`src/dlefr_pkg.sv`:
```
// Shared codes, types and the CRC byte update for the DLE frame receiver.
`default_nettype none

package dlefr_pkg;

	localparam logic [7:0] DLE_CODE = 8'h10;
	localparam logic [7:0] SYN_CODE = 8'h16;
	localparam logic [7:0] ETX_CODE = 8'h03;

	localparam logic [15:0] CRC_POLY_RESET = 16'h1021;

	// receiver phase codes
	localparam logic [2:0] PH_HUNT_DLE = 3'd0;
	localparam logic [2:0] PH_HUNT_SYN = 3'd1;
	localparam logic [2:0] PH_PAYLOAD  = 3'd2;
	localparam logic [2:0] PH_CRC_HI   = 3'd3;
	localparam logic [2:0] PH_CRC_LO   = 3'd4;

	// result kinds
	localparam logic [2:0] K_DATA     = 3'd0;
	localparam logic [2:0] K_RESTART  = 3'd1;
	localparam logic [2:0] K_GOOD     = 3'd2;
	localparam logic [2:0] K_CRCERR   = 3'd3;
	localparam logic [2:0] K_OVERFLOW = 3'd4;
	localparam logic [2:0] K_ABORT    = 3'd5;

	typedef struct packed {
		logic [2:0]  phase;
		logic        esc;
		logic [15:0] crc;
	} rx_state_t;

	typedef struct packed {
		logic [2:0] kind;
		logic [7:0] data_byte;
		logic       last;
	} res_t;

	// MSB-first CRC-16, one byte, unrolled over its eight bits
	function automatic logic [15:0] crc16_byte(input logic [15:0] crc_in,
			input logic [7:0] b, input logic [15:0] poly);
		logic [15:0] c;
		c = crc_in ^ {b, 8'h00};
		for (int k = 0; k < 8; k++) begin
			if (c[15]) begin
				c = {c[14:0], 1'b0} ^ poly;
			end else begin
				c = {c[14:0], 1'b0};
			end
		end
		return c;
	endfunction

endpackage

`default_nettype wire

```
`src/dlefr_ifs.sv`:
```
// Valid/ready channel interfaces for received bytes and frame results.
`default_nettype none

interface dlefr_byte_if;
	logic       valid;
	logic       ready;
	logic [7:0] rx_byte;

	modport source (output valid, output rx_byte, input ready);
	modport sink (input valid, input rx_byte, output ready);
endinterface

interface dlefr_frame_if #(
	parameter int LEN_W = 9
);
	logic             valid;
	logic             ready;
	logic [2:0]       kind;
	logic [7:0]       data_byte;
	logic [LEN_W-1:0] frame_length;
	logic             last;

	modport source (output valid, output kind, output data_byte, output frame_length,
		output last, input ready);
	modport sink (input valid, input kind, input data_byte, input frame_length,
		input last, output ready);
endinterface

`default_nettype wire

```
`src/dle_frame_receiver_crc16.sv`:
```
// Top level of the DLE byte-stuffed frame receiver with CRC-16 check.
`default_nettype none

// Takes one raw serial byte per transaction on rx and returns at most one result per byte
// on frame: an unstuffed data byte, a restart notice, or an end status (good, CRC error,
// overflow at MAX_LEN payload bytes, abort) with last set. A byte is held in the input
// register and its result lands in the output register; the whole per-byte update,
// including the eight-bit CRC step, is combinational, so a byte can be accepted on
// every clock while frame is ready. Bytes that give no result still pass the output
// register slot. crc_polynomial is to be written through cfg_wr_en/cfg_wr_data only
// while idle; the block does not enforce this. It resets to 0x1021. frame_length is
// $clog2(MAX_LEN+1) bits wide; the frame interface must be built with that LEN_W.
module dle_frame_receiver_crc16 #(
	parameter int MAX_LEN = 256
) (
	input  logic                clk,
	input  logic                arst_n,
	input  logic                cfg_wr_en,
	input  logic [15:0]         cfg_wr_data,
	dlefr_byte_if.sink          rx,
	dlefr_frame_if.source       frame
);
	import dlefr_pkg::*;

	localparam int LEN_W = $clog2(MAX_LEN + 1);

	logic             valid_s1;
	logic [7:0]       byte_s1;
	logic             valid_s2;
	res_t             res_s2;
	logic [LEN_W-1:0] len_s2;

	rx_state_t        state_q;
	logic [LEN_W-1:0] count_q;
	logic [15:0]      poly_q;

	rx_state_t        nst;
	logic [LEN_W-1:0] ncnt;
	logic             step_emit;
	res_t             step_res;
	logic [LEN_W-1:0] step_len;

	logic advance;
	logic fire_s1;
	logic rx_fire;

	assign advance  = !valid_s2 || frame.ready;
	assign rx.ready = !valid_s1 || advance;
	assign rx_fire  = rx.valid && rx.ready;
	assign fire_s1  = valid_s1 && advance;

	dlefr_step #(
		.MAX_LEN(MAX_LEN)
	) u_step (
		.st   (state_q),
		.cnt  (count_q),
		.b    (byte_s1),
		.poly (poly_q),
		.nst  (nst),
		.ncnt (ncnt),
		.emit (step_emit),
		.res  (step_res),
		.len  (step_len)
	);

	always_ff @(posedge clk or negedge arst_n) begin
		if (!arst_n) begin
			valid_s1 <= 1'b0;
			valid_s2 <= 1'b0;
			state_q  <= '{phase: PH_HUNT_DLE, esc: 1'b0, crc: 16'h0000};
			count_q  <= '0;
			poly_q   <= CRC_POLY_RESET;
		end else begin
			if (rx_fire) begin
				valid_s1 <= 1'b1;
			end else if (fire_s1) begin
				valid_s1 <= 1'b0;
			end
			if (advance) begin
				valid_s2 <= fire_s1 && step_emit;
			end
			if (fire_s1) begin
				state_q <= nst;
				count_q <= ncnt;
			end
			if (cfg_wr_en) begin
				poly_q <= cfg_wr_data;
			end
		end
	end

	always_ff @(posedge clk) begin
		if (rx_fire) begin
			byte_s1 <= rx.rx_byte;
		end
		if (fire_s1 && step_emit) begin
			res_s2 <= step_res;
			len_s2 <= step_len;
		end
	end

	assign frame.valid        = valid_s2;
	assign frame.kind         = res_s2.kind;
	assign frame.data_byte    = res_s2.data_byte;
	assign frame.frame_length = len_s2;
	assign frame.last         = res_s2.last;

	// an end status always leaves the receiver hunting with a cleared frame
	a_end_clears: assert property (@(posedge clk) disable iff (!arst_n)
		(fire_s1 && step_emit && step_res.last) |=>
		(state_q.phase == PH_HUNT_DLE && count_q == '0 && !state_q.esc))
		else $error("frame end did not clear receiver state");

	a_count_limit: assert property (@(posedge clk) disable iff (!arst_n)
		count_q <= LEN_W'(MAX_LEN))
		else $error("byte count beyond length limit");

	a_esc_phase: assert property (@(posedge clk) disable iff (!arst_n)
		state_q.esc |-> (state_q.phase == PH_PAYLOAD))
		else $error("escape pending outside payload");

	// state only moves when the input stage hands a byte on
	a_state_hold: assert property (@(posedge clk) disable iff (!arst_n)
		!fire_s1 |=> ($stable(state_q) && $stable(count_q)))
		else $error("receiver state changed without a byte");

endmodule

`default_nettype wire

```
`src/dlefr_step.sv`:
```
// Per-byte next-state and result logic: hunt, unstuff, CRC and length checks.
`default_nettype none

module dlefr_step #(
	parameter int MAX_LEN = 256
) (
	input  dlefr_pkg::rx_state_t                 st,
	input  logic [$clog2(MAX_LEN+1)-1:0]         cnt,
	input  logic [7:0]                           b,
	input  logic [15:0]                          poly,
	output dlefr_pkg::rx_state_t                 nst,
	output logic [$clog2(MAX_LEN+1)-1:0]         ncnt,
	output logic                                 emit,
	output dlefr_pkg::res_t                      res,
	output logic [$clog2(MAX_LEN+1)-1:0]         len
);
	import dlefr_pkg::*;

	localparam int LEN_W = $clog2(MAX_LEN + 1);
	localparam logic [LEN_W-1:0] LEN_LIMIT = LEN_W'(MAX_LEN);

	logic [15:0]      crc_next;
	logic [LEN_W-1:0] cnt_inc;
	logic             in_frame;

	assign crc_next = crc16_byte(st.crc, b, poly);
	assign cnt_inc  = cnt + LEN_W'(1);
	assign in_frame = (st.phase == PH_PAYLOAD) || (st.phase == PH_CRC_HI) ||
		(st.phase == PH_CRC_LO);

	always_comb begin
		nst           = st;
		ncnt          = cnt;
		emit          = 1'b0;
		res.kind      = K_DATA;
		res.data_byte = 8'h00;
		res.last      = 1'b0;
		len           = cnt;
		if (in_frame && cnt >= LEN_LIMIT) begin
			emit      = 1'b1;
			res.kind  = K_OVERFLOW;
			res.last  = 1'b1;
			nst       = '{phase: PH_HUNT_DLE, esc: 1'b0, crc: 16'h0000};
			ncnt      = '0;
		end else begin
			unique case (st.phase)
				PH_HUNT_SYN: begin
					if (b == SYN_CODE) begin
						nst  = '{phase: PH_PAYLOAD, esc: 1'b0, crc: 16'h0000};
						ncnt = '0;
					end else begin
						nst.phase = PH_HUNT_DLE;
					end
				end
				PH_PAYLOAD: begin
					if (!st.esc) begin
						if (b == DLE_CODE) begin
							nst.esc = 1'b1;
						end else begin
							nst.crc       = crc_next;
							ncnt          = cnt_inc;
							emit          = 1'b1;
							res.data_byte = b;
							len           = cnt_inc;
						end
					end else begin
						nst.esc = 1'b0;
						case (b)
							DLE_CODE: begin
								nst.crc       = crc_next;
								ncnt          = cnt_inc;
								emit          = 1'b1;
								res.data_byte = b;
								len           = cnt_inc;
							end
							SYN_CODE: begin
								nst.crc  = 16'h0000;
								ncnt     = '0;
								emit     = 1'b1;
								res.kind = K_RESTART;
							end
							ETX_CODE: begin
								nst.phase = PH_CRC_HI;
							end
							default: begin
								emit     = 1'b1;
								res.kind = K_ABORT;
								res.last = 1'b1;
								nst      = '{phase: PH_HUNT_DLE, esc: 1'b0, crc: 16'h0000};
								ncnt     = '0;
							end
						endcase
					end
				end
				PH_CRC_HI: begin
					nst.crc   = crc_next;
					nst.phase = PH_CRC_LO;
				end
				PH_CRC_LO: begin
					emit     = 1'b1;
					res.kind = (crc_next == 16'h0000) ? K_GOOD : K_CRCERR;
					res.last = 1'b1;
					nst      = '{phase: PH_HUNT_DLE, esc: 1'b0, crc: 16'h0000};
					ncnt     = '0;
				end
				default: begin
					// first-DLE hunt; unused codes land here too
					nst.phase = (b == DLE_CODE) ? PH_HUNT_SYN : PH_HUNT_DLE;
					nst.esc   = 1'b0;
					nst.crc   = 16'h0000;
					ncnt      = '0;
				end
			endcase
		end
	end

endmodule

`default_nettype wire
```
`src/flat_wrapper.sv`:
```
// flat-port wrapper written by rule: the top's interface ports become plain ports
module dle_frame_receiver_crc16_flat import dlefr_pkg::*;
#(
	parameter int MAX_LEN = 256
)
  (clk, arst_n, cfg_wr_en, cfg_wr_data, rx_valid, rx_rx_byte, rx_ready, frame_valid, frame_kind, frame_data_byte, frame_frame_length, frame_last, frame_ready);
  dlefr_byte_if rx_i ();
  dlefr_frame_if frame_i ();
  input  logic clk;
  input  logic arst_n;
  input  logic cfg_wr_en;
  input  logic [15:0] cfg_wr_data;
  input wire logic [$bits(rx_i.valid)-1:0] rx_valid;
  input wire logic [$bits(rx_i.rx_byte)-1:0] rx_rx_byte;
  output wire logic [$bits(rx_i.ready)-1:0] rx_ready;
  output wire logic [$bits(frame_i.valid)-1:0] frame_valid;
  output wire logic [$bits(frame_i.kind)-1:0] frame_kind;
  output wire logic [$bits(frame_i.data_byte)-1:0] frame_data_byte;
  output wire logic [$bits(frame_i.frame_length)-1:0] frame_frame_length;
  output wire logic [$bits(frame_i.last)-1:0] frame_last;
  input wire logic [$bits(frame_i.ready)-1:0] frame_ready;
  assign rx_i.valid = rx_valid;
  assign rx_i.rx_byte = rx_rx_byte;
  assign rx_ready = rx_i.ready;
  assign frame_valid = frame_i.valid;
  assign frame_kind = frame_i.kind;
  assign frame_data_byte = frame_i.data_byte;
  assign frame_frame_length = frame_i.frame_length;
  assign frame_last = frame_i.last;
  assign frame_i.ready = frame_ready;
  dle_frame_receiver_crc16 #(.MAX_LEN(MAX_LEN)) u_core (.clk(clk), .arst_n(arst_n), .cfg_wr_en(cfg_wr_en), .cfg_wr_data(cfg_wr_data), .rx(rx_i), .frame(frame_i));
endmodule
```
`config.mk`:
```
export PLATFORM = sky130hd
export DESIGN_NAME = dle_frame_receiver_crc16_flat
export DESIGN_NICKNAME = d
export VERILOG_FILES = /design/src/dlefr_pkg.sv /design/src/dlefr_ifs.sv /design/src/dle_frame_receiver_crc16.sv /design/src/dlefr_step.sv /design/src/flat_wrapper.sv
export SDC_FILE = /design/constraint.sdc
export NUM_CORES = 1
export LEC_CHECK = 0
export BUFFER_PORTS_ARGS = -buffer_cell sky130_fd_sc_hd__buf_2
export CAP_MARGIN = 20
export CORE_UTILIZATION = 49
export CTS_BUF_LIST = sky130_fd_sc_hd__clkbuf_8 sky130_fd_sc_hd__clkbuf_16
export DETAILED_ROUTE_END_ITERATION = 16
export GPL_ROUTABILITY_DRIVEN = 0
export PLACE_DENSITY = 0.75
export REMOVE_ABC_BUFFERS = 1
export SETUP_SLACK_MARGIN = 0.3
export SLEW_MARGIN = 0
export SYNTH_ARGS = -nofsm -noshare
export SYNTH_HDL_FRONTEND = slang
export SYNTH_SLANG_ARGS = --single-unit
```
`constraint.sdc`:
```
create_clock -name clk -period 11.4 [get_ports clk]
set_input_delay 0.57 -clock clk [delete_from_list [all_inputs] [get_ports clk]]
set_output_delay 0.57 -clock clk [all_outputs]
set_load 0.02 [all_outputs]
```
* After elaboration in Yosys (flattened, before gate mapping)
Cells that the tools add are included.
** Word-level totals
- Logic and storage cells :: 105
- Bits in registers :: 76
- Bits of input ports :: 29
** Cells by class
- Equality and inequality tests :: 13
- $lt $le $gt $ge :: 1
- Reductions and logical operators :: 20
- Mux-type cells :: 48
- Add/sub/neg operators :: 1
- Bitwise gates (word level) :: 10
** Operators with widths (count)
- 2-to-1 mux 16 bit :: 9
- XOR 16 bit :: 9
- 2-to-1 mux 9 bit :: 8
- one-hot mux 16 bit (3 select lines) :: 1
- 2-to-1 mux 17 bit :: 2
- one-hot mux 16 bit (2 select lines) :: 1
- one-hot mux 9 bit (3 select lines) :: 1
- 2-to-1 mux 8 bit :: 3
- 2-to-1 mux 20 bit :: 1
- one-hot mux 3 bit (2 select lines) :: 3
- one-hot mux 9 bit (2 select lines) :: 1
- equality test 8 x 5 -> 1 bit, second input constant :: 2
- logical NOT 16 bit :: 1
- one-hot mux 3 bit (4 select lines) :: 1
- 2-to-1 mux 1 bit :: 11
- adder 9 x 1 -> 9 bit, second input constant :: 1
- >= comparator 9 bit, second input constant :: 1
- equality test 8 x 2 -> 1 bit, second input constant :: 1
- AND reduction 4 bit :: 2
- equality test 3 x 2 -> 1 bit, second input constant :: 2
- 2-to-1 mux 3 bit :: 2
- AND reduction 3 bit :: 2
- OR reduction 2 bit :: 3
- logical AND 1 bit :: 4
- other kinds (16) :: 21

* Depth between registers and ports, before layout
Gate-level depths: netlist of run 1.
- Word-level depth :: 21
- Gate-level depth with buffers :: 18

* By module
A second synthesis of run 1 with hierarchy kept.
** Unflattened totals
- Cells, all modules :: 893
- Area, all modules :: 7357.1 um2
** By module, submodules not included
- dlefr_step :: cells each 758, area each 4669.5 um2, sequential area each 0.0 um2, times used 1
- dle_frame_receiver_crc16 :: cells each 135, area each 2687.6 um2, sequential area each 2050.7 um2, times used 1

* Worst setup path before layout of run 1
No wires, ideal clock.
- Kind :: reg2reg
- Start point :: register u_core.byte_s1[7]
- End point :: register u_core.res_s2 (netlist bit u_core.frame.kind[0]) (data pin)
- Path buffers :: 1
- Cell stages (with the launch flop) :: 15
- Setup slack :: 6.315 ns
- Data arrival time :: 4.816 ns
- Clock period less this slack :: 5.085 ns
- Required time :: 11.131 ns
- Cells stage by stage :: edfxtp_1 > xnor2_1 > buf_2 > nor3_1 > or3_1 > o41a_1 > or4_1 > o311ai_0 > nand3_1 > a211oi_4 > mux2i_1 > xnor3_1 > or4_1 > nor4_1 > a31oi_1
** Between the ends
- Longest elaborated chain between the ends :: 19
- Elaborated cells on any way between the ends :: 25
- Classes of those cells :: eq/ne (3); mux (12); bitwise (8); reduce/logical (2)
** Ends and longest elaborated chain
- from (decl) :: line dle_frame_receiver_crc16.sv:28 : logic [7:0] byte_s1;
- from (signal assigned) :: line dle_frame_receiver_crc16.sv:94 : byte_s1 <= rx.rx_byte;
- XOR 16 bit :: line dlefr_pkg.sv:43 : c = crc_in ^ {b, 8'h00};
- 2-to-1 mux 16 bit :: line dlefr_pkg.sv:45 : if (c[15]) begin
- XOR 16 bit :: line dlefr_pkg.sv:46 : c = {c[14:0], 1'b0} ^ poly;
- 2-to-1 mux 16 bit :: line dlefr_pkg.sv:45
- XOR 16 bit :: line dlefr_pkg.sv:46
- 2-to-1 mux 16 bit :: line dlefr_pkg.sv:45
- XOR 16 bit :: line dlefr_pkg.sv:46
- 2-to-1 mux 16 bit :: line dlefr_pkg.sv:45
- [... 3 more ...]
- 2-to-1 mux 16 bit :: line dlefr_pkg.sv:45
- XOR 16 bit :: line dlefr_pkg.sv:46
- 2-to-1 mux 16 bit :: line dlefr_pkg.sv:45
- XOR 16 bit :: line dlefr_pkg.sv:46
- 2-to-1 mux 16 bit :: line dlefr_pkg.sv:45
- logical NOT 16 bit :: line dlefr_step.sv:101 : res.kind = (crc_next == 16'h0000) ? K_GOOD : K_CRCERR;
- 2-to-1 mux 1 bit :: line dlefr_step.sv:101
- one-hot mux 3 bit (2 select lines) * :: line dlefr_step.sv:46 : unique case (st.phase)
- to (signal assigned) :: line dle_frame_receiver_crc16.sv:97 : res_s2 <= step_res;
- to (decl) :: line dle_frame_receiver_crc16.sv:30 : res_t res_s2;
Mark *: on every way between the ends. The rest lies on a longest branch, timed or not.
A chain may end at the register's enable or synchronous reset.

* Worst setup path in the final report of run 1
Ends and elaborated chain as after synthesis.

==> summary.md, run 1 <==
| Metric | Value |
|---|---|
| Worst path cell trace | xor2_2 -> a21boi_0 -> a2111oi_2 -> a31oi_1 -> nor4_1 -> nor2_1 -> o311ai_0 -> nand3_1 -> a211oi_4 -> xor2_1 -> nand2_1 -> or3_1 -> a22oi_1 -> a31oi_1 |
| Initial antenna violation count | 0 |
| Family with the most delay on the worst path | compound AO/OA/AOI/OAI gates |
| Final-report max-slew violation count | 0 |
| CP Launch Type | register |
| Post-Syn Area per Cell | 8.44 sq um |
| Clk pwr share | 0.239 |
| Initial DRC count | approximately 660 |
| Cell mode on critical path | a31oi_1 |
| Crit path max fanout | 19 |
| GRT Residual Overflow | 0 |
| Yosys cell types | 81 |
| Vias per cell | between 6 and 7 |
| Setup-failing EPs final | 0 |
| Sequential Power Share | 0.243 |
| Cts hold-fix bufs | 0 |
| Final wirelength | approximately 17 mm |
| # DRC | 0 |
| Ys Warns | 0 |
| Crit Path Class | reg2reg |
| Worst VDD drop | ~0.00013 V |
| Clk pin slew, worst setup/hold paths | 0.07 ns |
| Total iterations of the first detailed-routing run | 7 |
| Pint | 777 uW |
| Ports | 52 |
| Worst Tran Pin Value | about 1.0 ns |
| Number of fill cells | 1125 |
| Layout cells sized above 1 | 0.127 |
| Setup_tns | 0 ns |
| Outcome | finished clean |
| CTS tree | built |
| Post-CTS setup buffer count | 0 |
| Final Hold Fails | 0 |
| Slowest cell on the critical path | xor2_2 |
| Post-synth ARST share | 0.618 |
| Layout overhead on the synthesized area | 9.66% |
| GR Util met2 | 0.431 |
| Final nets | between 800 and 900 |
| Max_cap viols | 0 |
| Leakage | between 0.002 and 0.003 uW |
| Largest net degree at the start of global routing | 48 |
| Number of global-route vias before repair | roughly 5500 |
| RSZ-0062 raised after global routing | false |
| Core box area | 12800 sq um |
| Cell Rows | 41 |
| CTS Root Cell | clkbuf_16 |
| Synth Instances | 767 |
| Gr usage total | 0.268 |
| Worst reg2reg startpoint | u_core.byte_s1[7] |
| Worst-Skew Late Latency | around 0.35 ns |
| Post-Syn Area | between 6000 and 7000 sq um |
| CTS max path bufs | 2 |
| CTS Sinks | 76 |
| Post-Place Cell Area | approximately 6800 sq um |
| CTS buffer count | 9 |
| Crit share post-route | 0.593 |
| Post-synth EDFFs | 29 |
| Drt wl/cell | ~18 um |
| Die area | 13700 sq um |
| Register area share after synthesis | 0.317 |
| CP Data Arrival Time | 6.84 ns |
| CP Data Required Time | about 11 ns |
| Port Buffer Count | 51 |
| Fmax | about 150 MHz |
| Antenna cells | 0 |
| Bufs and invs on worst path | 0 |
| Minimum clock period | a little under 7 ns |
| Met1 usage | 0.357 |
| Slowest stage delay, CP | ~0.84 ns |
| CTS resizes | 0 |
| Global-route wire length before repair | between 20 and 30 mm |
| Die H | 117 um |
| Sw frac | 0.400 |
| Critical path startpoint | u_core.byte_s1[7] |
| Critical path endpoint category | register |
| Antenna Nets Post-Route | 0 |
| Comb power frac | 0.518 |
| Pwr Density | approximately 180 nW/um^2 |
| Die width | between 100 and 150 um |
| Final HPWL DP | approximately 12 mm |
| Fin Clk Skew | between 0.01 and 0.015 ns |
| Relative slew slack | 0.306 |
| Met3 Use GR | 0.0458 |
| Initial Util | 0.507 |
| GRT busiest layer | met2 |
| Via Count | 5983 |
| Number of synthesized register bits | 76 |
| Cell area after layout | about 7100 sq um |
| Sw power | between 500 and 600 uW |
| Hold Path Class | in2async |
| H-tree Lvls | 3 |
| Main synth FF type | dfrtp_1 |
==> placed cells by master, fill, tap and decap left out, types with 13 or more instances in the layout <==
cell type,count
dfrtp_1,44
xor2_1,15
nand3_1,13
o21ai_0,59
and2_1,16
nor3_1,26
buf_2,51
a21oi_1,27
nor2_1,36
xnor2_1,101
a22o_1,13
edfxtp_1,29
inv_1,20
nand2_1,128
==> final timing paths <==
path,end,slack (ns),depth (start not counted)
setup reg to reg,u_core.frame.kind[0],4.64,14
min in group clk,u_core.byte_s1[5],0.42,1
setup / recovery,u_core.frame.kind[0],4.64,14
hold / removal,u_core.poly_q[15],0.32,2
max in group asynchronous,u_core.state_q[18],10.63,2
hold reg to reg,u_core.state_q[2],0.52,2
==> per-layer routing <==
layer | up-vias | wire [um]
li1 | 2751 | -
met1 | 2817 | 7460
met2 | 348 | 7960
met3 | 67 | 1390
met4 | 0 | 600
met5 | - | 0
==> power by group through the flow <==
stage	registers [uW]	clock network [uW]	logic, uW
after global routing	317	323	720
final	315	309	670
after floorplan	313	0	524
after detailed placement	319	0	655
after CTS	314	311	660
after global placement	319	0	643
==> synthesized netlist by cell type (8+ instances only) <==
| master | instances | area, sq um |
|---|---|---|
| a21oi_1 | 27 | 135 |
| a22o_1 | 13 | 114 |
| a31oi_1 | 8 | 50.1 |
| and2_1 | 16 | 100 |
| and3_1 | 10 | 62.6 |
| clkbuf_1 | 46 | 173 |
| dfrtp_1 | 44 | 1100 |
| edfxtp_1 | 29 | 871 |
| inv_1 | 19 | 71.3 |
| mux2i_1 | 8 | 80.1 |
| nand2_1 | 128 | 480 |
| nand2b_1 | 9 | 56.3 |
| nand3_1 | 13 | 65.1 |
| nor2_1 | 37 | 139 |
| nor3_1 | 26 | 130 |
| nor4_1 | 8 | 50.1 |
| o21ai_0 | 59 | 295 |
| or3_1 | 8 | 50.1 |
| xnor2_1 | 101 | 885 |
| xnor3_1 | 8 | 180 |
| xor2_1 | 15 | 131 |
==> cells by family after synthesis <==
family / after synthesis / share of synthesized area
and+or+nand+nor: 293 / 0.220
AOI/OAI and AO/OA: 175 / 0.189
xor gates and xnor gates: 128 / 0.196
DFF: 76 / 0.317
buffers and inverters: 74 / 0.0441
muxes: 13 / 0.0211
adders and majority gates: 8 / 0.0131
==> sequential cells by signal (all words and copies together) (netlist names) <==
register,cells
u_core.frame.kind,3
u_core.valid_s1,1
u_core.byte_s1,8
u_core.frame.data_byte,8
u_core.state_q,20
u_core.frame.frame_length,9
u_core.count_q,9
u_core.frame.valid,1
u_core.frame.last,1
u_core.poly_q,16
==> worst reg2reg max path: stages (launching register included) <==
cell	delay, ns
edfxtp_1	0.47
xor2_2	0.84
a21boi_0	0.42
a2111oi_2	0.41
a31oi_1	0.10
nor4_1	0.69
nor2_1	0.20
o311ai_0	0.71
nand3_1	0.34
a211oi_4	0.52
xor2_1	0.83
nand2_1	0.23
or3_1	0.45
a22oi_1	0.18
a31oi_1	0.11
==> per-stage QoR <==
stage	total power (uW)	instances	hold slack (ns)	setup slack, ns	utilization
after floorplan	837	713	0.274	5.84	-
after global placement	962	942	0.490	5.13	0.531
after detailed placement	975	942	0.500	4.98	0.531
after CTS	1290	958	0.368	4.84	0.556
after global routing	1360	958	0.400	4.23	0.556
final	1290	958	0.319	4.64	0.556
==> final cells by class <==
class | instances | area, sq um | area share
Inverter | 20 | 75.1 | 0.0106
Tap cell | 172 | 215 | 0.0303
Clock buffer | 9 | 225 | 0.0317
Sequential cell | 76 | 2050 | 0.289
Timing Repair Buffer | 57 | 300 | 0.0423
Multi-Input combinational cell | 617 | 4140 | 0.583
Clock inverter | 7 | 92.6 | 0.0130
Power figures use the tool's default switching activity.
==> inputs of run 2 (changes only) <==
--- a/config.mk
+++ b/config.mk
@@ -11,7 +11,7 @@
 export CTS_BUF_LIST = sky130_fd_sc_hd__clkbuf_8 sky130_fd_sc_hd__clkbuf_16
 export DETAILED_ROUTE_END_ITERATION = 16
 export GPL_ROUTABILITY_DRIVEN = 0
-export PLACE_DENSITY = 0.75
+export PLACE_DENSITY = 0.78
 export REMOVE_ABC_BUFFERS = 1
 export SETUP_SLACK_MARGIN = 0.3
 export SLEW_MARGIN = 0
==> constraint.sdc (replaced) <==
create_clock -name clk -period 5.45 [get_ports clk]
set_input_delay 0.2725 -clock clk [delete_from_list [all_inputs] [get_ports clk]]
set_output_delay 0.2725 -clock clk [all_outputs]
set_load 0.02 [all_outputs]
==> run 2 against run 1 <==
Power up 130%; sequential power up 110%; first-iteration DRC count down 24%; clock-buffer cell count unchanged; critical path type unchanged; largest power group unchanged; highest routed layer unchanged.
==> summary.md, run 2 (synthesis gave the netlist of run 1 again) <==
| Metric | Value |
|---|---|
| Crit Path Class | reg2reg (unchanged) |
| Largest regs | u_core.state_q (20), u_core.poly_q (16) (unchanged) |
| Max reg flops | 20 (unchanged) |
| Gr usage total | 0.272 (was 0.268) |
| Final nets | 864 (was 812) |
| CP Launch Type | register (unchanged) |
| Layout overhead on the synthesized area | 20.7% (was 9.66%) |
| Antenna cells | 0 (unchanged) |
| Hold Slack | 0.0340 ns (was 0.319 ns) |
| Ports | 52 (unchanged) |
| Vias per cell | 6.10 (was 6.25) |
| Cell mode on critical path | or4_1 (was a31oi_1) |
| GRT Residual Overflow | 0 (unchanged) |
| Multi-input logic area | 4440 sq um (was 4140 sq um) |
| Drt wl/cell | 18.2 um (about the same) |
| Worst VDD drop | 0.000346 V (was 0.000130 V) |
| Bufs and invs on worst path | 1 (was 0) |
| Sequential Power Share | 0.222 (was 0.243) |
| Largest Register | u_core.state_q (unchanged) |
| Sw power | 1170 uW (was 517 uW) |
| Final wirelength | 18.4 mm (was 17.4 mm) |
| Setup-failing EPs final | 0 (unchanged) |
| Cts hold-fix bufs | 0 (unchanged) |
| Fmax | 195 MHz (was 148 MHz) |
| Die width | 117 um (unchanged) |
| Die H | 117 um (unchanged) |
| Core box area | 12800 sq um (unchanged) |
| Relative slew slack | 0.495 (was 0.306) |
| Placed insts | 980 (was 942) |
| CTS buffer count | 9 (unchanged) |
| Worst Tran Pin Value | 0.751 ns (was 1.04 ns) |
| Post-Place Cell Area | 7080 sq um (was 6780 sq um) |
| Port Buffer Count | 51 (unchanged) |
| Largest net degree at the start of global routing | 48 (unchanged) |
| Flip-flop and latch area | 2050 sq um (about the same) |
| Final HPWL DP | 12.6 mm (was 12.4 mm) |
| CTS max path bufs | 2 (unchanged) |
| Worst-Skew Late Latency | 0.35 ns (about the same) |
| Slowest stage delay, CP | 0.56 ns (was 0.84 ns) |
| Cell area after layout | 7820 sq um (was 7100 sq um) |
| Via Count | 6164 (was 5983) |
| CTS tree | built (unchanged) |
| Comb power frac | 0.553 (was 0.518) |
| Commonest non-fill, non-tap cells in the layout | 127 x nand2_1, 99 x xnor2_1, 58 x o21ai_0 (was 128 x nand2_1, 101 x xnor2_1, 59 x o21ai_0) |
| Sw frac | 0.398 (was 0.400) |
| Number of global-route vias before repair | 5527 (was 5467) |
| Pint | 1770 uW (was 777 uW) |
| Family with the most delay on the worst path | simple AND/OR/NAND/NOR gates (was compound AO/OA/AOI/OAI gates) |
| CTS Root Cell | clkbuf_16 (unchanged) |
| Number of fill cells | 1102 (was 1125) |
| Max_cap viols | 0 (unchanged) |
| Crit share post-route | 0.939 (was 0.593) |
| # DRC | 0 (unchanged) |
| RSZ-0062 raised after global routing | false (unchanged) |
| Outcome | finished clean (unchanged) |
| Layout Cells excl Fill | 1010 (was 958) |
| H-tree Lvls | 3 (unchanged) |
| Slowest cell on the critical path | or4_1 (was xor2_2) |
| Critical path endpoint category | register (unchanged) |
| Cell Rows | 41 (unchanged) |
| Layout cells sized above 1 | 0.224 (was 0.127) |
| Worst path cell trace | xnor2_1 -> buf_6 -> o41ai_1 -> or3_1 -> o41a_1 -> or4_1 -> o311ai_4 -> nand3_2 -> a211oi_4 -> mux2i_1 -> xnor3_1 -> or4_1 -> nor4_1 -> a31oi_1 (was xor2_2 -> a21boi_0 -> a2111oi_2 -> a31oi_1 -> nor4_1 -> nor2_1 -> o311ai_0 -> nand3_1 -> a211oi_4 -> xor2_1 -> nand2_1 -> or3_1 -> a22oi_1 -> a31oi_1) |
| Most common cell after layout, fill and taps aside | nand2_1 (unchanged) |
| Initial Util | 0.507 (unchanged) |
| Clk pin slew, worst setup/hold paths | 0.06 ns (was 0.07 ns) |
| Pwr Density | 376 nW/um^2 (was 182 nW/um^2) |
| Total iterations of the first detailed-routing run | 6 (was 7) |
| Initial antenna violation count | 0 (unchanged) |
| Global-route wire length before repair | 28.2 mm (was 27.9 mm) |
| Crit path max fanout | 16 (was 19) |
| Fin Clk Skew | 0.00725 ns (was 0.0113 ns) |
| Clk pwr share | 0.224 (was 0.239) |
| CP Data Arrival Time | 5.20 ns (was 6.84 ns) |
| Initial DRC count | 502 (was 658) |
| Final-report max-slew violation count | 0 (unchanged) |
| Antenna Nets Post-Route | 0 (unchanged) |
| Leakage | 0.00316 uW (was 0.00284 uW) |
| CTS Sinks | 76 (unchanged) |
| Minimum clock period | 5.12 ns (was 6.76 ns) |
| Final Hold Fails | 0 (unchanged) |
| Hold Path Class | in2async (unchanged) |
| CP Data Required Time | 5.53 ns (was 11.47 ns) |
| Die area | 13700 sq um (unchanged) |
[run 2: path summary, 6_finish.rpt]
path                                   endpoint  depth (start not counted)          startpoint  slack, ns
max                        u_core.frame.kind[0]                         14   u_core.byte_s1[7]       0.33
min                          u_core.state_q[17]                          2              arst_n       0.03
max reg2reg                u_core.frame.kind[0]                         14   u_core.byte_s1[7]       0.33
min reg2reg                  u_core.state_q[10]                          2  u_core.state_q[10]       0.50
max in group asynchronous     u_core.poly_q[13]                          2              arst_n       4.99
min in group clk              u_core.byte_s1[0]                          1       rx_rx_byte[0]       0.10
[run 2: power groups by stage]
| stage | Clock [uW] | Sequential, uW | Combinational, uW |
|---|---|---|---|
| floorplan | 0 | 654 | 1100 |
| global placement | 0 | 660 | 1450 |
| detailed placement | 0 | 660 | 1470 |
| CTS | 668 | 650 | 1500 |
| global route | 691 | 656 | 1750 |
| finish | 659 | 654 | 1630 |
[run 2: metal layers]
layer / up-vias / part of all wire / global-route usage
li1: 2855 / - / -
met1: 2965 / 0.43 / 0.368
met2: 300 / 0.46 / 0.423
met3: 44 / 0.076 / 0.0505
met4: 0 / 0.032 / 0.128
met5: - / 0 / 0
[run 2: layout make-up]
class / count / area share
clock inverter: 7 / 0.0125
tap: 172 / 0.0275
sequential: 76 / 0.263
inverter: 20 / 0.00960
clock buffer: 9 / 0.0288
multi-input combinational: 617 / 0.567
timing repair buffer: 109 / 0.0914
[run 2: worst register-to-register path: stages, from the launching register on]
cell and delay [ns]:
edfxtp_1 0.50, xnor2_1 0.23, buf_6 0.22, o41ai_1 0.11
or3_1 0.47, o41a_1 0.45, or4_1 0.56, o311ai_4 0.17
nand3_2 0.19, a211oi_4 0.34, mux2i_1 0.24, xnor3_1 0.43
or4_1 0.54, nor4_1 0.27, a31oi_1 0.12
[run 2: per-stage QoR]
stage	utilization	TNS (ns)	setup slack (ns)	total power (uW)
2_1_floorplan	-	-0.110	-0.110	1750
3_3_place_gp	0.553	0	0.121	2110
3_5_place_dp	0.554	0	0.00503	2130
4_1_cts	0.584	0	0.302	2820
5_1_grt	0.612	0	0.224	3090
6_report	0.612	0	0.334	2940
[run 2: timing repair]
action / 4_1_cts / 5_1_grt
pin swaps: 2 / 16
setup endpoints to repair: 1 / 1
gates resized for setup: 9 / 47
buffers inserted: 2 / 12
==> inputs of run 3 (changes only) <==
--- a/config.mk
+++ b/config.mk
@@ -11,7 +11,7 @@
 export CTS_BUF_LIST = sky130_fd_sc_hd__clkbuf_8 sky130_fd_sc_hd__clkbuf_16
 export DETAILED_ROUTE_END_ITERATION = 16
 export GPL_ROUTABILITY_DRIVEN = 0
-export PLACE_DENSITY = 0.78
+export PLACE_DENSITY = 0.7
 export REMOVE_ABC_BUFFERS = 1
 export SETUP_SLACK_MARGIN = 0.3
 export SLEW_MARGIN = 0
==> constraint.sdc (replaced) <==
create_clock -name clk -period 5.45 [get_ports clk]
set_input_delay 1.635 -clock clk [delete_from_list [all_inputs] [get_ports clk]]
set_output_delay 1.635 -clock clk [all_outputs]
set_load 0.05 [all_outputs]
==> run 3 against run 2 <==
Design area rose by 0.11%; die area did not move; register-to-register slack improved by 0.10 ns; worst hold slack improved by 0.47 ns; global-route usage rose by 0.88 points; wire length rose by 2.0%; power barely moved; final cell count rose by 0.40%; largest cell class unchanged.
==> summary.md, run 3 (synthesis gave the netlist of run 1 again) <==
| Metric | Value |
|---|---|
| Port Buffer Count | 51 (unchanged) |
| Highest metal used | met4 (unchanged) |
| Worst reg2reg startpoint | u_core.byte_s1[7] (unchanged) |
| Sw frac | 0.401 (was 0.398) |
| Final HPWL DP | 13.2 mm (was 12.6 mm) |
| Hold Path Class | reg2reg (was in2async) |
| Post-Place Cell Area | 7100 sq um (was 7080 sq um) |
| Commonest non-fill, non-tap cells in the layout | 127 x nand2_1, 98 x xnor2_1, 58 x o21ai_0 (was 127 x nand2_1, 99 x xnor2_1, 58 x o21ai_0) |
| CTS Root Cell | clkbuf_16 (unchanged) |
| Global-route wire length before repair | 29.1 mm (was 28.2 mm) |
| Setup-failing EPs final | 0 (unchanged) |
| Largest net degree at the start of global routing | 48 (unchanged) |
| Leakage | 0.00316 uW (about the same) |
| CTS tree | built (unchanged) |
| Final Hold Fails | 0 (unchanged) |
| Cell area after layout | 7830 sq um (was 7820 sq um) |
| Sequential Power Share | 0.221 (was 0.222) |
| Largest regs | u_core.state_q (20), u_core.poly_q (16) (unchanged) |
| CTS buffer count | 9 (unchanged) |
| Number of fill cells | 1106 (was 1102) |
| CP Data Required Time | 5.53 ns (about the same) |
| Crit share post-route | 0.920 (was 0.939) |
| Most common cell after layout, fill and taps aside | nand2_1 (unchanged) |
| Via Count | 6187 (was 6164) |
| Number of global-route vias before repair | 5804 (was 5527) |
| CTS Sinks | 76 (unchanged) |
| Comb power frac | 0.558 (was 0.553) |
| Vias per cell | 6.10 (about the same) |
| Hold wc startpoint | u_core.state_q[9] |
| WL met3 | 1.35 mm (was 1.41 mm) |
| Worst-Skew Late Latency | 0.35 ns (about the same) |
| Die width | 117 um (unchanged) |
| Final wirelength | 18.8 mm (was 18.4 mm) |
| Placed insts | 982 (was 980) |
| Slowest stage delay, CP | 0.54 ns (was 0.56 ns) |
| Hold path endpoint | u_core.state_q[9] |
| Core box area | 12800 sq um (unchanged) |
| H-tree Lvls | 3 (unchanged) |
| Final nets | 868 (was 864) |
| CP Data Arrival Time | 5.09 ns (was 5.20 ns) |
| Largest Register | u_core.state_q (unchanged) |
| Max reg flops | 20 (unchanged) |
| Cell Rows | 41 (unchanged) |
| Post-Route M1 WL | 8.11 mm (was 7.89 mm) |
| Minimum clock period | 5.01 ns (was 5.12 ns) |
| Fin Clk Skew | 0.0103 ns (was 0.00725 ns) |
| Slowest cell on the critical path | or4_1 (unchanged) |
| # DRC | 0 (unchanged) |
| Pint | 1760 uW (was 1770 uW) |
| Initial DRC count | 551 (was 502) |
| Clk pin slew, worst setup/hold paths | 0.06 ns (about the same) |
| Cts hold-fix bufs | 0 (unchanged) |
| Worst Tran Pin Value | 0.684 ns (was 0.751 ns) |
| Layout Cells excl Fill | 1014 (was 1010) |
| Worst reg2reg endpoint | u_core.frame.kind[0] (unchanged) |
| Max_cap viols | 0 (unchanged) |
| CP Launch Type | register (unchanged) |
| Crit path max fanout | 12 (was 16) |
| Sw power | 1180 uW (was 1170 uW) |
| Met2 Routed Length | 8.58 mm (was 8.54 mm) |
| Hold Slack | 0.504 ns (was 0.0340 ns) |
| Worst r2r path cells | 16 (was 14) |
| Pwr Density | 376 nW/um^2 (about the same) |
| Drt wl/cell | 18.5 um (was 18.2 um) |
| Clk pwr share | 0.221 (was 0.224) |
| RSZ-0062 raised after global routing | false (unchanged) |
| Initial antenna violation count | 0 (unchanged) |
| Die area | 13700 sq um (unchanged) |
| R2R setup slack | 0.44 ns (was 0.33 ns) |
| Critical path endpoint category | register (unchanged) |
| Gr usage total | 0.281 (was 0.272) |
| Antenna Nets Post-Route | 0 (unchanged) |
| Initial Util | 0.507 (unchanged) |
| Die H | 117 um (unchanged) |
| Antenna cells | 0 (unchanged) |
| Crit Path Class | reg2reg (unchanged) |
| Outcome | finished clean (unchanged) |
| Final core occ | 0.613 (was 0.612) |
| Fmax | 200 MHz (was 195 MHz) |
| CTS max path bufs | 2 (unchanged) |
| Final-report max-slew violation count | 0 (unchanged) |
| Worst path cell trace | xor2_2 -> buf_4 -> buf_4 -> a21oi_4 -> nor2_2 -> a31o_2 -> or4_4 -> a2111oi_4 -> a2111oi_4 -> and4_2 -> or2_1 -> nand2_1 -> xnor3_1 -> or4_1 -> nor4_2 -> a31oi_1 (was xnor2_1 -> buf_6 -> o41ai_1 -> or3_1 -> o41a_1 -> or4_1 -> o311ai_4 -> nand3_2 -> a211oi_4 -> mux2i_1 -> xnor3_1 -> or4_1 -> nor4_1 -> a31oi_1) |
| GRT Residual Overflow | 0 (unchanged) |
| Hold path cells | 2 |
| Layout cells sized above 1 | 0.226 (was 0.224) |
| Worst VDD drop | 0.000249 V (was 0.000346 V) |
| Layout overhead on the synthesized area | 20.9% (was 20.7%) |
| Relative slew slack | 0.541 (was 0.495) |
| Total iterations of the first detailed-routing run | 8 (was 6) |
| Ports | 52 (unchanged) |
==> run 3: per-stage QoR <==
stage | total power, uW | setup slack, ns | TNS, ns
after floorplan | 1750 | -0.110 | -0.110
after global placement | 2130 | 0.140 | 0
after detailed placement | 2160 | -0.0988 | -0.0988
after CTS | 2840 | 0.307 | 0
after global routing | 3080 | 0.267 | 0
final | 2940 | 0.438 | 0
==> run 3: area by class of cell <==
| type | instances | area (sq um) | area share |
|---|---|---|---|
| multi-input cells | 618 | 4430 | 0.566 |
| clock inverters | 7 | 90.1 | 0.0115 |
| clock buffers | 9 | 225 | 0.0288 |
| flip-flops and latches | 76 | 2050 | 0.262 |
| well taps | 172 | 215 | 0.0275 |
| inverters | 20 | 75.1 | 0.00959 |
| repair buffers | 112 | 741 | 0.0946 |
==> run 3: per-layer routing <==
layer  track usage  vias to the layer above
met5             0                        -
met3        0.0572                       67
met1         0.368                     2961
li1              -                     2869
met2         0.454                      290
met4         0.116                        0
==> run 3: worst max path at each step <==
stage / startpoint / to / cells after the start
5_1_grt: u_core.byte_s1[5] / u_core.frame.kind[0] / 15
6_report: u_core.byte_s1[7] / u_core.frame.kind[0] / 16
3_5_place_dp: u_core.byte_s1[7] / u_core.frame.kind[0] / 15
3_3_place_gp: u_core.byte_s1[7] / u_core.frame.kind[0] / 15
2_1_floorplan: u_core.byte_s1[7] / u_core.frame.kind[0] / 14
4_1_cts: u_core.byte_s1[7] / u_core.frame.kind[0] / 15
==> run 3: what timing repair did <==
action                     in CTS  in global routing
setup endpoints to repair       1                  1
resized for setup              18                 35
setup buffers                   3                 11
pin swaps                       3                 13
gates cloned                    0                  1
==> run 3: power groups by stage <==
stage / logic [uW] / clock network, uW / registers, uW
global placement: 1470 / 0 / 658
CTS: 1540 / 657 / 649
floorplan: 1100 / 0 / 654
global route: 1760 / 675 / 654
finish: 1640 / 651 / 650
detailed placement: 1500 / 0 / 659
==> run 3: critical path, delay by kind of cell, from the launching register on <==
family | cells | cell delay (ns)
flops | 1 | 0.49
xor+xnor | 2 | 0.62
buf+inv | 2 | 0.36
simple gates | 7 | 2.08
compound gates | 5 | 1.17
